### config.mk
export PLATFORM = sky130hd
export DESIGN_NAME = pbpm_table
export DESIGN_NICKNAME = d
export VERILOG_FILES = /design/src/rtl/core/pbpm_pkg.sv /design/src/rtl/core/pbpm_table.sv
export SDC_FILE = /design/constraint.sdc
export NUM_CORES = 1
export LEC_CHECK = 0
export BUFFER_PORTS_ARGS = -buffer_cell sky130_fd_sc_hd__buf_4
export CORE_ASPECT_RATIO = 0.75
export CORE_MARGIN = 5
export CORE_UTILIZATION = 40
export CTS_BUF_LIST = sky130_fd_sc_hd__clkbuf_8
export CTS_CLUSTER_DIAMETER = 80
export CTS_CLUSTER_SIZE = 8
export DETAILED_ROUTE_END_ITERATION = 16
export PLACE_DENSITY = 0.58
export SETUP_SLACK_MARGIN = 0.4
export SYNTH_ARGS = -nofsm -noshare
export SYNTH_HDL_FRONTEND = slang
export SYNTH_SLANG_ARGS = --single-unit
### constraint.sdc
create_clock -name clock -period 30.6 [get_ports clock]
set_input_delay 6.12 -clock clock [delete_from_list [all_inputs] [get_ports clock]]
set_output_delay 6.12 -clock clock [all_outputs]
set_load 0.01 [all_outputs]
### src/rtl/core/pbpm_pkg.sv
// Shared types, sizes and operation codes of the packet buffer pool manager.
package pbpm_pkg;

   localparam int POOL_BUFFERS = 32;
   localparam int BUFFER_BYTES = 2048;

   localparam int IDX_W     = (POOL_BUFFERS > 1) ? $clog2(POOL_BUFFERS) : 1;
   localparam int LEN_W     = $clog2(BUFFER_BYTES + 1);
   localparam int MEM_DEPTH = POOL_BUFFERS * BUFFER_BYTES;
   localparam int MEM_AW    = $clog2(MEM_DEPTH);

   localparam logic [2:0] OP_ALLOC   = 3'd0;
   localparam logic [2:0] OP_FREE    = 3'd1;
   localparam logic [2:0] OP_REWIND  = 3'd2;
   localparam logic [2:0] OP_ADVANCE = 3'd3;
   localparam logic [2:0] OP_WRITE   = 3'd4;
   localparam logic [2:0] OP_PEEK    = 3'd5;

   localparam logic [1:0] ST_OK      = 2'd0;
   localparam logic [1:0] ST_NO_FREE = 2'd1;
   localparam logic [1:0] ST_REFUSED = 2'd2;

   typedef struct packed {
      logic [2:0]  op;
      logic [4:0]  buffer_index;
      logic [11:0] amount;
      logic [7:0]  data_byte;
      logic        first_of_write;
   } req_type;

   typedef struct packed {
      logic [1:0]  status;
      logic [4:0]  given_index;
      logic [11:0] remaining;
      logic [7:0]  read_byte;
   } rsp_type;

   typedef struct packed {
      logic              wr_en;
      logic              rd_en;
      logic [MEM_AW-1:0] addr;
      logic [7:0]        wr_data;
   } mem_ctrl_type;

endpackage

### src/rtl/core/pbpm_table.sv
// Per-buffer state table: used marks, fill lengths, read offsets and the operation logic.
module pbpm_table (
   input  logic                  clock,
   input  logic                  reset,
   input  pbpm_pkg::req_type     item,
   input  logic                  commit,
   output pbpm_pkg::rsp_type     result,
   output logic                  peek_hit,
   output pbpm_pkg::mem_ctrl_type mem
);

   localparam int IDX_W  = pbpm_pkg::IDX_W;
   localparam int LEN_W  = pbpm_pkg::LEN_W;
   localparam int MEM_AW = pbpm_pkg::MEM_AW;
   localparam int POOL   = pbpm_pkg::POOL_BUFFERS;
   localparam int BYTES  = pbpm_pkg::BUFFER_BYTES;

   logic [POOL-1:0]  in_use_ff;
   logic [LEN_W-1:0] fill_ff [POOL];
   logic [LEN_W-1:0] off_ff  [POOL];
   logic             refused_ff;
   logic             refused_in;

   logic [31:0]      idx_wide;
   logic             in_range;
   logic [IDX_W-1:0] bidx;
   logic [31:0]      amt_wide;
   logic [LEN_W-1:0] amt;
   logic [LEN_W-1:0] fill_cur;
   logic [LEN_W-1:0] off_cur;
   logic             use_cur;
   logic             found;
   logic [IDX_W-1:0] free_idx;
   logic [LEN_W:0]   fit_sum;
   logic             fit_fail;
   logic [LEN_W:0]   adv_sum;
   logic [LEN_W-1:0] off_adv;
   logic [LEN_W-1:0] fill_new;
   logic [LEN_W-1:0] off_new;
   logic             use_new;
   logic             refuse_now;
   logic [LEN_W-1:0] rem;
   logic [MEM_AW-1:0] base;
   logic             is_alloc;

   assign idx_wide = 32'(item.buffer_index);
   assign in_range = idx_wide < 32'(POOL);
   assign bidx     = idx_wide[IDX_W-1:0];
   assign is_alloc = item.op == pbpm_pkg::OP_ALLOC;

   assign amt_wide = 32'(item.amount);
   assign amt      = (amt_wide > 32'(BYTES)) ? LEN_W'(BYTES) : amt_wide[LEN_W-1:0];

   assign fill_cur = in_range ? fill_ff[bidx] : '0;
   assign off_cur  = in_range ? off_ff[bidx] : '0;
   assign use_cur  = in_range ? in_use_ff[bidx] : 1'b0;

   // Lowest free buffer; the loop runs downward so the lowest index wins.
   always_comb begin
      found    = 1'b0;
      free_idx = '0;
      for (int i = POOL - 1; i >= 0; i--) begin
         if (!in_use_ff[i]) begin
            found    = 1'b1;
            free_idx = IDX_W'(i);
         end
      end
   end

   assign fit_sum  = {1'b0, fill_cur} + {1'b0, amt};
   assign fit_fail = fit_sum > (LEN_W + 1)'(BYTES);
   assign adv_sum  = {1'b0, off_cur} + {1'b0, amt};
   assign off_adv  = (adv_sum > {1'b0, fill_cur}) ? fill_cur : adv_sum[LEN_W-1:0];

   assign base = MEM_AW'(bidx) * MEM_AW'(BYTES);

   always_comb begin
      fill_new       = fill_cur;
      off_new        = off_cur;
      use_new        = use_cur;
      refused_in     = refused_ff;
      refuse_now     = 1'b0;
      peek_hit       = 1'b0;
      rem            = '0;
      mem.wr_en      = 1'b0;
      mem.wr_data    = item.data_byte;
      mem.addr       = base + MEM_AW'(off_cur);
      result.status      = pbpm_pkg::ST_OK;
      result.given_index = '0;
      result.remaining   = '0;
      result.read_byte   = '0;
      if (is_alloc) begin
         if (found) begin
            result.given_index = 5'(32'(free_idx));
         end else begin
            result.status = pbpm_pkg::ST_NO_FREE;
         end
      end else if (in_range) begin
         case (item.op)
            pbpm_pkg::OP_FREE: begin
               use_new = 1'b0;
            end
            pbpm_pkg::OP_REWIND: begin
               off_new = '0;
            end
            pbpm_pkg::OP_ADVANCE: begin
               off_new = off_adv;
            end
            pbpm_pkg::OP_WRITE: begin
               // The fit check on the first byte decides the fate of the whole write.
               refuse_now = item.first_of_write ? fit_fail : refused_ff;
               refused_in = refuse_now;
               if (refuse_now) begin
                  result.status = pbpm_pkg::ST_REFUSED;
               end else if (amt != '0 && fill_cur < LEN_W'(BYTES)) begin
                  mem.wr_en = 1'b1;
                  mem.addr  = base + MEM_AW'(fill_cur);
                  fill_new  = fill_cur + LEN_W'(1);
               end
            end
            pbpm_pkg::OP_PEEK: begin
               peek_hit = (off_cur < fill_cur) && (off_cur < LEN_W'(BYTES));
            end
            default: begin
            end
         endcase
         rem = (off_new > fill_new) ? '0 : fill_new - off_new;
         result.remaining = 12'(rem);
      end
      mem.rd_en = commit && peek_hit;
   end

   always_ff @(posedge clock) begin
      if (reset) begin
         in_use_ff  <= '0;
         refused_ff <= 1'b0;
         for (int i = 0; i < POOL; i++) begin
            fill_ff[i] <= '0;
            off_ff[i]  <= '0;
         end
      end else if (commit) begin
         if (is_alloc) begin
            if (found) begin
               in_use_ff[free_idx] <= 1'b1;
               fill_ff[free_idx]   <= '0;
               off_ff[free_idx]    <= '0;
            end
         end else if (in_range) begin
            in_use_ff[bidx] <= use_new;
            fill_ff[bidx]   <= fill_new;
            off_ff[bidx]    <= off_new;
            refused_ff      <= refused_in;
         end
      end
   end

endmodule

Word-level counts from Yosys, hierarchy flattened:

Memory sizes are Yosys's and may differ from the RTL's.
Index checks and enable logic that the tools add are counted.
W data, S select, Z words.

* bits in registers: 33
* memory bits (writable): 768
* input port bits: 32
* memories kept: 2

Memory list
* fill_ff: depth 32, width 12, rd ports 1, clocked after Yosys merged registers in 0, write ports 32, line pbpm_table.sv:19 `logic [LEN_W-1:0] fill_ff [POOL];`
* off_ff: depth 32, width 12, rd ports 1, clocked after Yosys merged registers in 0, write ports 32, line pbpm_table.sv:20 `logic [LEN_W-1:0] off_ff [POOL];`

* $add $sub $neg: 6
* magnitude comparators: 12
* eq/ne operators: 6
* mux-type cells: 142
* bitwise gates (word level): 2
* reductions and logical operators: 14

Operator list (count)
* $mux W12: 22
* $mux W5: 38
* $mux W32: 3
* $mux W16: 5
* $mux W1: 65
* $reduce_or A12 Y1: 4
* $add A16 B12 Y16: 2
* $bwmux W32: 1
* $or A32 B32 Y32: 1
* $add A12 B12 Y13: 2
* $lt A12 B12 Y1 const B: 2
* $pmux W12 S2: 1
* $lt A5 B6 Y1 const B: 3
* $gt A13 B12 Y1: 1
* $gt A13 B12 Y1 const B: 1
* $add A12 B1 Y12 const B: 1
* $gt A12 B12 Y1: 1
* $gt A12 B12 Y1 const B: 1
* $lt A12 B12 Y1: 1
* $reduce_bool A12 Y1: 1
* $sub A12 B12 Y12: 1
* $demux W1 S5: 2
* $ge A5 B1 Y1 const B: 2
* $mux W2: 4
* other kinds (11): 17

Depth between registers and ports, before layout:

Gate-level depths: netlist of run 1.

* depth after elaboration: 40
* mapped depth: 47
* depth with buffers taken out: 39

Worst setup path after synthesis of run 1:

OpenSTA, ideal clock, no wires.

* path kind: input to output
* from: input port item[21] (netlist name)
* to: output port result[10] (netlist name)
* data arrival time: 15.642 ns
* slack: 8.838 ns
* stages: 45
* buffers on the path: 10
* path through: buf_4 buf_6 buf_6 buf_2 buf_2 buf_2 buf_2 mux4_2 o22ai_1 nor4_1 ha_1 a21o_1 a21oi_1 o21bai_1 a21o_1 a21o_1 a21oi_1 o2111ai_1 [9 not listed] a2bb2oi_1 buf_2 inv_1 ha_1 fa_1 nor2b_1 o21ai_0 a21boi_0 o21ai_0 a21boi_0 o21ai_0 a21oi_1 o21ai_0 a21oi_1 o21a_1 o21ai_0 clkbuf_1 nor3_1

RTL lines
* from (decl): line pbpm_table.sv:5 `input pbpm_pkg::req_type item,`
* to (decl): line pbpm_table.sv:7 `output pbpm_pkg::rsp_type result,`

==> reports/metrics.yaml, run 1 <==
outcome: "finished, final reports clean"
synth.distinct_cells: 80
tns_ns: 0
yosysTopAreaCell: "edfxtp_1"
start_kind: "input port"
drv_slew: 0
grt_max_degree: 101
cap_violations: 0
gr-usage-all-layers_pct: 26.3
hold_violations: 0
vias: 28100
p_sw_mw: 0.717
ios: 86
wl_per_cell_um: 31.1
synth_edf_count: 768
hold_end: "refused_ff"
ys_seq_elements: 801
p_per_area_mw_per_mm2: 56.2
route.detailed.drc: 0
fin_cells: 4483
p_leak_nw: 15.3
hold_path_depth: 2
fin_ws_ns: 6.10
clk_pin_slew_worst_paths_ns: 0.06
synth_area_mm2: 0.0391
timing.critical_path.buf_inv: 9
worstPathRequired_ns: 24.48
setup_viol: 0
cp_common_cell: "buf_4"
worstMarginPinSlew_ns: 1.26
cts_made_buffers: 110
cp-end-kind: "output port"
grt-ovfl-total: 0
clk_path_buf_depth: 3
io_buffers: 61
async_reset_ff_share_pct: 0
synth_flop_cell: "edfxtp_1"
ctsHoldBuffers: 0
finalNetCount: 3234
path_class: "in -> out"
grt_pass1_vias: 26700
syn_area_per_cell_um2: 12.6
reg2reg_slack_ns: 22.96
num_rows: 99
dieWidth_um: 371
rsz0062_at_grt: "false"
relSlewSlack_pct: 16.1
drive_gt1_share_pct: 18.1
pre_cts_slack_ns: 6.44
postCtsSetupBuffers: 0
drtIter0Drc: 4127
swShare_pct: 29.7
p_comb_share_pct: 18.1
power_frac_clock_pct: 30.3
synth_top_area_share_pct: 58.9
drt_pre_antenna_iters: 6
synth-seq-area-share_pct: 60.6
start_util_pct: 40.3
cts_tree: "done"
r2r_end: "off_ff[8][7]"
min_period_ns: 24.50
grt_pass1_wl_mm: 197
cpPeakStageDelay_ns: 0.92
arrival_ns: 18.38
gp_congestion: 0.951
p_int_mw: 1.70
r2r-start: "off_ff[31][3]"
critPathMaxFanout: 60
core-area_mm2: 0.0972
cts_root_buf: "clkbuf_8"
via_per_inst: 6.28
fp.dieH_um: 281
wirelength_mm: 139
hp-class: "reg -> reg"
ir_worst_vdd_v: 0.0000348
yosys_warnings: 0
max_freq_mhz: 40.8
seqPwrFrac_pct: 51.6
placed_cells: 4339
cts.sinks: 801
ant_nets: 0
synthCells: 3116
fin_crit_sh_pct: 80.1
critPathTopFamily: "compound AO/OA/AOI/OAI gates"
cts.htree.levels: 3
dpl.hpwl_mm: 90.5
ff2ff_path_depth: 23
cts_resized: 0
hp-start: "refused_ff"
hold_ws_ns: 0.538
antenna_found_initial: 7
slowest_stage: "nor4_1"
die_area_mm2: 0.104
clk_latency_ns: 0.78
syn_to_final_growth_pct: 9.92
skew_ns: 0.0696
netlist_top_cells_area: "edfxtp_1 (59%), mux4_2 (10%), nor2_1 (7.4%), ha_1 (2.0%), clkbuf_1 (1.7%)"
## layout by cell type (no fill, tap or decap), types with 16 or more instances in the layout
| cell type | n |
|---|---|
| ha_1 | 61 |
| xnor2_1 | 16 |
| nand2b_1 | 33 |
| nand4_1 | 18 |
| dfxtp_1 | 33 |
| nor2b_1 | 18 |
| mux2_2 | 24 |
| inv_1 | 88 |
| o21ai_0 | 69 |
| mux4_2 | 177 |
| clkbuf_8 | 111 |
| mux2i_1 | 41 |
| nand3_1 | 31 |
| o22a_1 | 20 |
| edfxtp_1 | 768 |
| nor4_1 | 23 |
| a311oi_1 | 19 |
| nand2_1 | 109 |
| nor3_1 | 81 |
| nor2_1 | 768 |
| a31oi_1 | 17 |
| a21oi_1 | 80 |
| o22ai_1 | 48 |
| a22oi_1 | 59 |
| buf_4 | 183 |
## power groups by stage
| stage | clock, mW | combinational, mW | sequential, mW |
|---|---|---|---|
| after global routing | 0.788 | 0.461 | 1.25 |
| after global placement | 0 | 0.428 | 1.27 |
| after floorplan | 0 | 0.249 | 1.27 |
| after CTS | 0.745 | 0.431 | 1.25 |
| final | 0.732 | 0.439 | 1.25 |
| after detailed placement | 0 | 0.429 | 1.27 |
## layer usage
layer	routed length [um]	GRT usage (%)	up-vias
met1	56600	38.5	14300
met4	3800	6.68	2
met3	19000	8.08	236
met2	60000	38.3	1986
met5	13	0	-
li1	-	-	11600
## area by class of cell
type	count	area [um^2]
clock inverter	30	196
sequential	801	23700
inverter	68	255
tap	1313	1640
fill	8875	54200
multi-input combinational	1971	14200
timing repair buffer	186	1420
clock buffer	111	1530
antenna	3	7.51
## synthesized netlist by cell type (all sizes together) (32+ instances only)
library cell,count
edfxtp,768
dfxtp,33
a21oi,81
nand2b,40
o21ai,76
buf,103
mux2i,42
ha,61
nand3,32
o22ai,48
nor2,770
nor3,82
mux4,177
a22oi,67
clkbuf,180
inv,67
nand2,110
## registers in the layout (all words and copies together) (netlist names)
signal	cells
fill_ff	384
in_use_ff	32
refused_ff	1
off_ff	384
## worst max path at each step
stage | slack [ns] | start | depth (start not counted) | end
final | 6.10 | item[22] | 41 | result[10]
after detailed placement | 6.44 | item[22] | 41 | result[10]
after global placement | 6.52 | item[22] | 41 | result[10]
after global routing | 5.62 | item[22] | 41 | result[12]
after floorplan | 8.84 | item[21] | 45 | result[10]
after CTS | 6.42 | item[22] | 41 | result[10]
## worst min-delay path, cell delays in order, from the launching register on
cell	delay, ns
dfxtp_1	0.35
mux2i_1	0.08
nor2_1	0.07
## kinds of logic (layout without fill, tap and decap cells)
logic type | count (synthesis) | in the layout | synth area share [%]
compound gates | 429 | 429 | 7.24
xor+xnor | 33 | 33 | 0.777
fa+ha+maj | 64 | 64 | 2.10
buf+inv | 351 | 395 | 3.84
flops | 801 | 801 | 60.6
mux | 244 | 244 | 12.0
other cells | 1 | 11 | 0.00958
simple gates | 1193 | 1193 | 13.4
## stage by stage
stage / instance area, um^2 / power [mW] / utilization, %
6_report: 43000 / 2.42 / 44.2
5_1_grt: 43000 / 2.50 / 44.2
4_1_cts: 43000 / 2.42 / 44.2
3_5_place_dp: 41300 / 1.70 / 42.5
3_3_place_gp: 41300 / 1.70 / 42.5
2_1_floorplan: 39200 / 1.51 / -
No activity file was read; power rests on OpenSTA's default activity.
==> run 2, diff against run 1 <==
--- a/config.mk
+++ b/config.mk
@@ -5,6 +5,7 @@
 export SDC_FILE = /design/constraint.sdc
 export NUM_CORES = 1
 export LEC_CHECK = 0
+export ABC_AREA = 1
 export BUFFER_PORTS_ARGS = -buffer_cell sky130_fd_sc_hd__buf_4
 export CORE_ASPECT_RATIO = 0.75
 export CORE_MARGIN = 5
@@ -13,7 +14,7 @@
 export CTS_CLUSTER_DIAMETER = 80
 export CTS_CLUSTER_SIZE = 8
 export DETAILED_ROUTE_END_ITERATION = 16
-export PLACE_DENSITY = 0.58
+export PLACE_DENSITY = 0.6
 export SETUP_SLACK_MARGIN = 0.4
 export SYNTH_ARGS = -nofsm -noshare
 export SYNTH_HDL_FRONTEND = slang
==> constraint.sdc (replaced) <==
create_clock -name clock -period 21.9 [get_ports clock]
set_input_delay 4.38 -clock clock [delete_from_list [all_inputs] [get_ports clock]]
set_output_delay 4.38 -clock clock [all_outputs]
set_load 0.01 [all_outputs]
==> reports/metrics.yaml, run 2 <==
multiInputGateArea_mm2: 0.0125  # -12%
fp.dieH_um: 278  # -1.2%
async_reset_ff_share_pct: 0  # unchanged
layout_common_cells: "nor2_1 (889), edfxtp_1 (768), nand2_1 (442)"
drv_slew: 0  # unchanged
tns_ns: 0  # unchanged
finalNetCount: 3796  # +17%
synth_xor_area_share_pct: 0.596  # -0.18 points
p_comb_share_pct: 15.5  # -2.6 points
cap_violations: 0  # unchanged
gp_congestion: 0.937  # -1.5%
clk_pin_slew_worst_paths_ns: 0.07  # about the same
ant_nets: 0  # unchanged
hold_path_depth: 2  # unchanged
antenna_found_initial: 4  # -3
cts_tree: "done"
syn_area_per_cell_um2: 10.3  # -18%
synth_compound_area_share_pct: 13.5  # +6.2 points
fin_area_mm2: 0.0415  # -3.5%
relSlewSlack_pct: 9.61  # -6.5 points
reg_top3: "fill_ff: 384 flops, off_ff: 384 flops, in_use_ff: 32 flops"
yosys_warnings: 0  # unchanged
ir_worst_vdd_v: 0.0000475  # +36%
start_kind: "input port"
core-area_mm2: 0.0950  # -2.3%
ys_seq_elements: 801  # unchanged
cpPeakStageDelay_ns: 1.02  # +0.10 ns
ctsHoldBuffers: 0  # unchanged
p_int_mw: 2.33  # +37%
grt-ovfl-total: 0  # unchanged
syn_to_final_growth_pct: 8.63
yosysMostFrequentCell: "nor2_1"
rsz0062_at_grt: "false"
synth_mux_area_share_pct: 0  # -12 points
hp-class: "reg -> reg"
route.detailed.drc: 0  # unchanged
ios: 86  # unchanged
clk_latency_ns: 0.81  # +0.03 ns
dieWidth_um: 367  # -1.2%
synth-seq-area-share_pct: 62.1  # +1.5 points
path_class: "in -> out"
wl_met2_mm: 54.2  # -9.6%
synthCells: 3700  # +19%
final_common_cell: "nor2_1"
met3_length_mm: 18.8  # -1.4%
synth_top_family_by_area: "simple AND/OR/NAND/NOR gates"
die_area_mm2: 0.102  # -2.3%
cts_root_buf: "clkbuf_8"
grt_pass1_vias: 27700  # +3.7%
synthSimpleGateAreaFrac_pct: 16.2  # +2.8 points
yosys-top-cells-count: "nor2_1 (891), edfxtp_1 (768), nand2_1 (442), o22ai_1 (218), o21ai_0 (203)"
slowest_stage: "nor4_1"
num_rows: 98  # -1.0%
synth_edf_count: 768  # unchanged
ff2ff_path_depth: 28  # +22%
arrival_ns: 14.75  # -3.63 ns
dpl_cell_area_mm2: 0.0398  # -3.5%
critPathMaxFanout: 93  # +55%
cts_made_buffers: 110  # unchanged
fin_crit_sh_pct: 87.3
grt_pass1_wl_mm: 194  # -1.5%
drtIter0Drc: 4507  # +9.2%
synth_top_area_share_pct: 60.4  # +1.4 points
p_leak_nw: 15.0  # -1.8%
fin_cells: 4971  # +11%
vias: 30000  # +6.7%
wl_met1_mm: 57.0  # +0.66%
outcome: "finished, final reports clean"
synthAdderAreaFrac_pct: 2.15  # +0.052 points
placed_cells: 4838  # +12%
min_period_ns: 19.13
worstMarginPinSlew_ns: 1.34  # +0.0872 ns
synth_flop_cell: "edfxtp_1"
start_util_pct: 40.2  # -0.049 points
wl_per_cell_um: 27.0  # -13%
swShare_pct: 29.1  # -0.59 points
yosysTopAreaCell: "edfxtp_1"
synth.distinct_cells: 64  # -20%
skew_ns: 0.0750  # +0.00547 ns
worstPathRequired_ns: 17.52  # -6.96 ns
cts.htree.levels: 3  # unchanged
p_per_area_mw_per_mm2: 79.0  # +41%
setup_viol: 0  # unchanged
drt_pre_antenna_iters: 6  # unchanged
gr-usage-all-layers_pct: 25.6  # -0.69 points
synth_area_mm2: 0.0382  # -2.4%
seqPwrFrac_pct: 53.3  # +1.7 points
cts_resized: 0  # unchanged
postCtsSetupBuffers: 0  # unchanged
via_per_inst: 6.04  # -3.8%
topRoutingLayerUsed: "met5"
netlist_top_cells_area: "edfxtp_1 (60%), nor2_1 (8.8%), nand2_1 (4.3%), o22ai_1 (3.6%), a22oi_1 (3.5%)"
hold_violations: 0  # unchanged
wirelength_mm: 134  # -3.6%
max_freq_mhz: 52.3
cp-end-kind: "output port"
clk_path_buf_depth: 3  # unchanged
io_buffers: 61  # unchanged
cts.sinks: 801  # unchanged
fillers: 8980  # +1.2%
grt_max_degree: 94  # -6.9%
p_sw_mw: 0.953  # +33%
power_frac_clock_pct: 31.2  # +0.9 points
seqCellArea_mm2: 0.0237  # unchanged
dpl.hpwl_mm: 82.2  # -9.1%
drive_gt1_share_pct: 10.1  # -8.0 points
cp_common_cell: "nand2_1"
run 2: changes by cell type after synthesis, moves of 74 or more:
cell,previous run,this run
nand2_1,110,442
mux4_2,177,0
o22ai_1,48,218
o21ai_0,70,203
nor2_1,768,891
a22oi_1,67,177
inv_1,65,152
clkbuf_1,179,105
run 2: critical path: cells and delay by family:
kind            cells  cell delay, ns
buf+inv             6            1.88
fa+ha+maj           5            1.74
simple gates       16            3.52
compound gates     18            3.15
run 2: layer usage:
| layer | vias to the layer above | track usage (%) |
|---|---|---|
| met5 | - | 0 |
| li1 | 13100 | - |
| met4 | 6 | 7.91 |
| met2 | 1944 | 35.2 |
| met1 | 14700 | 38.4 |
| met3 | 255 | 8.08 |
run 2: stage by stage:
step           hold slack (ns)  worst slack, ns  utilization [%]  power [mW]
6_report                 0.587             2.77             43.7        3.28
5_1_grt                  0.632             2.49             43.7        3.39
4_1_cts                  0.585             3.07             43.7        3.28
3_5_place_dp             0.572             3.11             41.9        2.27
3_3_place_gp             0.568             3.14             41.9        2.27
2_1_floorplan            0.495             5.30                -        2.07
run 2: power groups by stage:
| stage | Sequential (mW) | Clock (mW) | Combinational, mW |
|---|---|---|---|
| 2_1_floorplan | 1.77 | 0 | 0.301 |
| 3_3_place_gp | 1.78 | 0 | 0.494 |
| 3_5_place_dp | 1.78 | 0 | 0.495 |
| 4_1_cts | 1.75 | 1.03 | 0.497 |
| 5_1_grt | 1.75 | 1.10 | 0.544 |
| 6_report | 1.75 | 1.02 | 0.508 |
run 2: final timing paths:
path	start	endpoint	slack [ns]
max	item[22]	result[11]	2.77
min	in_use_ff[21]	in_use_ff[21]	0.59
max reg2reg	off_ff[20][0]	off_ff[16][11]	14.67
min reg2reg	in_use_ff[21]	in_use_ff[21]	0.59
run 2: cell type report:
class	instances	share of cell area [%]
antenna	1	0.00603
clock buffer	111	3.68
clock inverter	21	0.329
inverter	164	1.51
multi-input combinational	2442	30.2
sequential	801	57.2
tap	1250	3.77
timing repair buffer	181	3.33
run 2: logic make-up (layout without fill, tap and decap cells):
kind of cell	Yosys count	in the layout
AO/OA/AOI/OAI	823	823
buffers and inverters	464	477
XOR/XNOR	26	26
AND/OR/NAND/NOR	1521	1521
adder cells (fa/ha/maj)	64	64
other	1	9
flip-flops	801	801
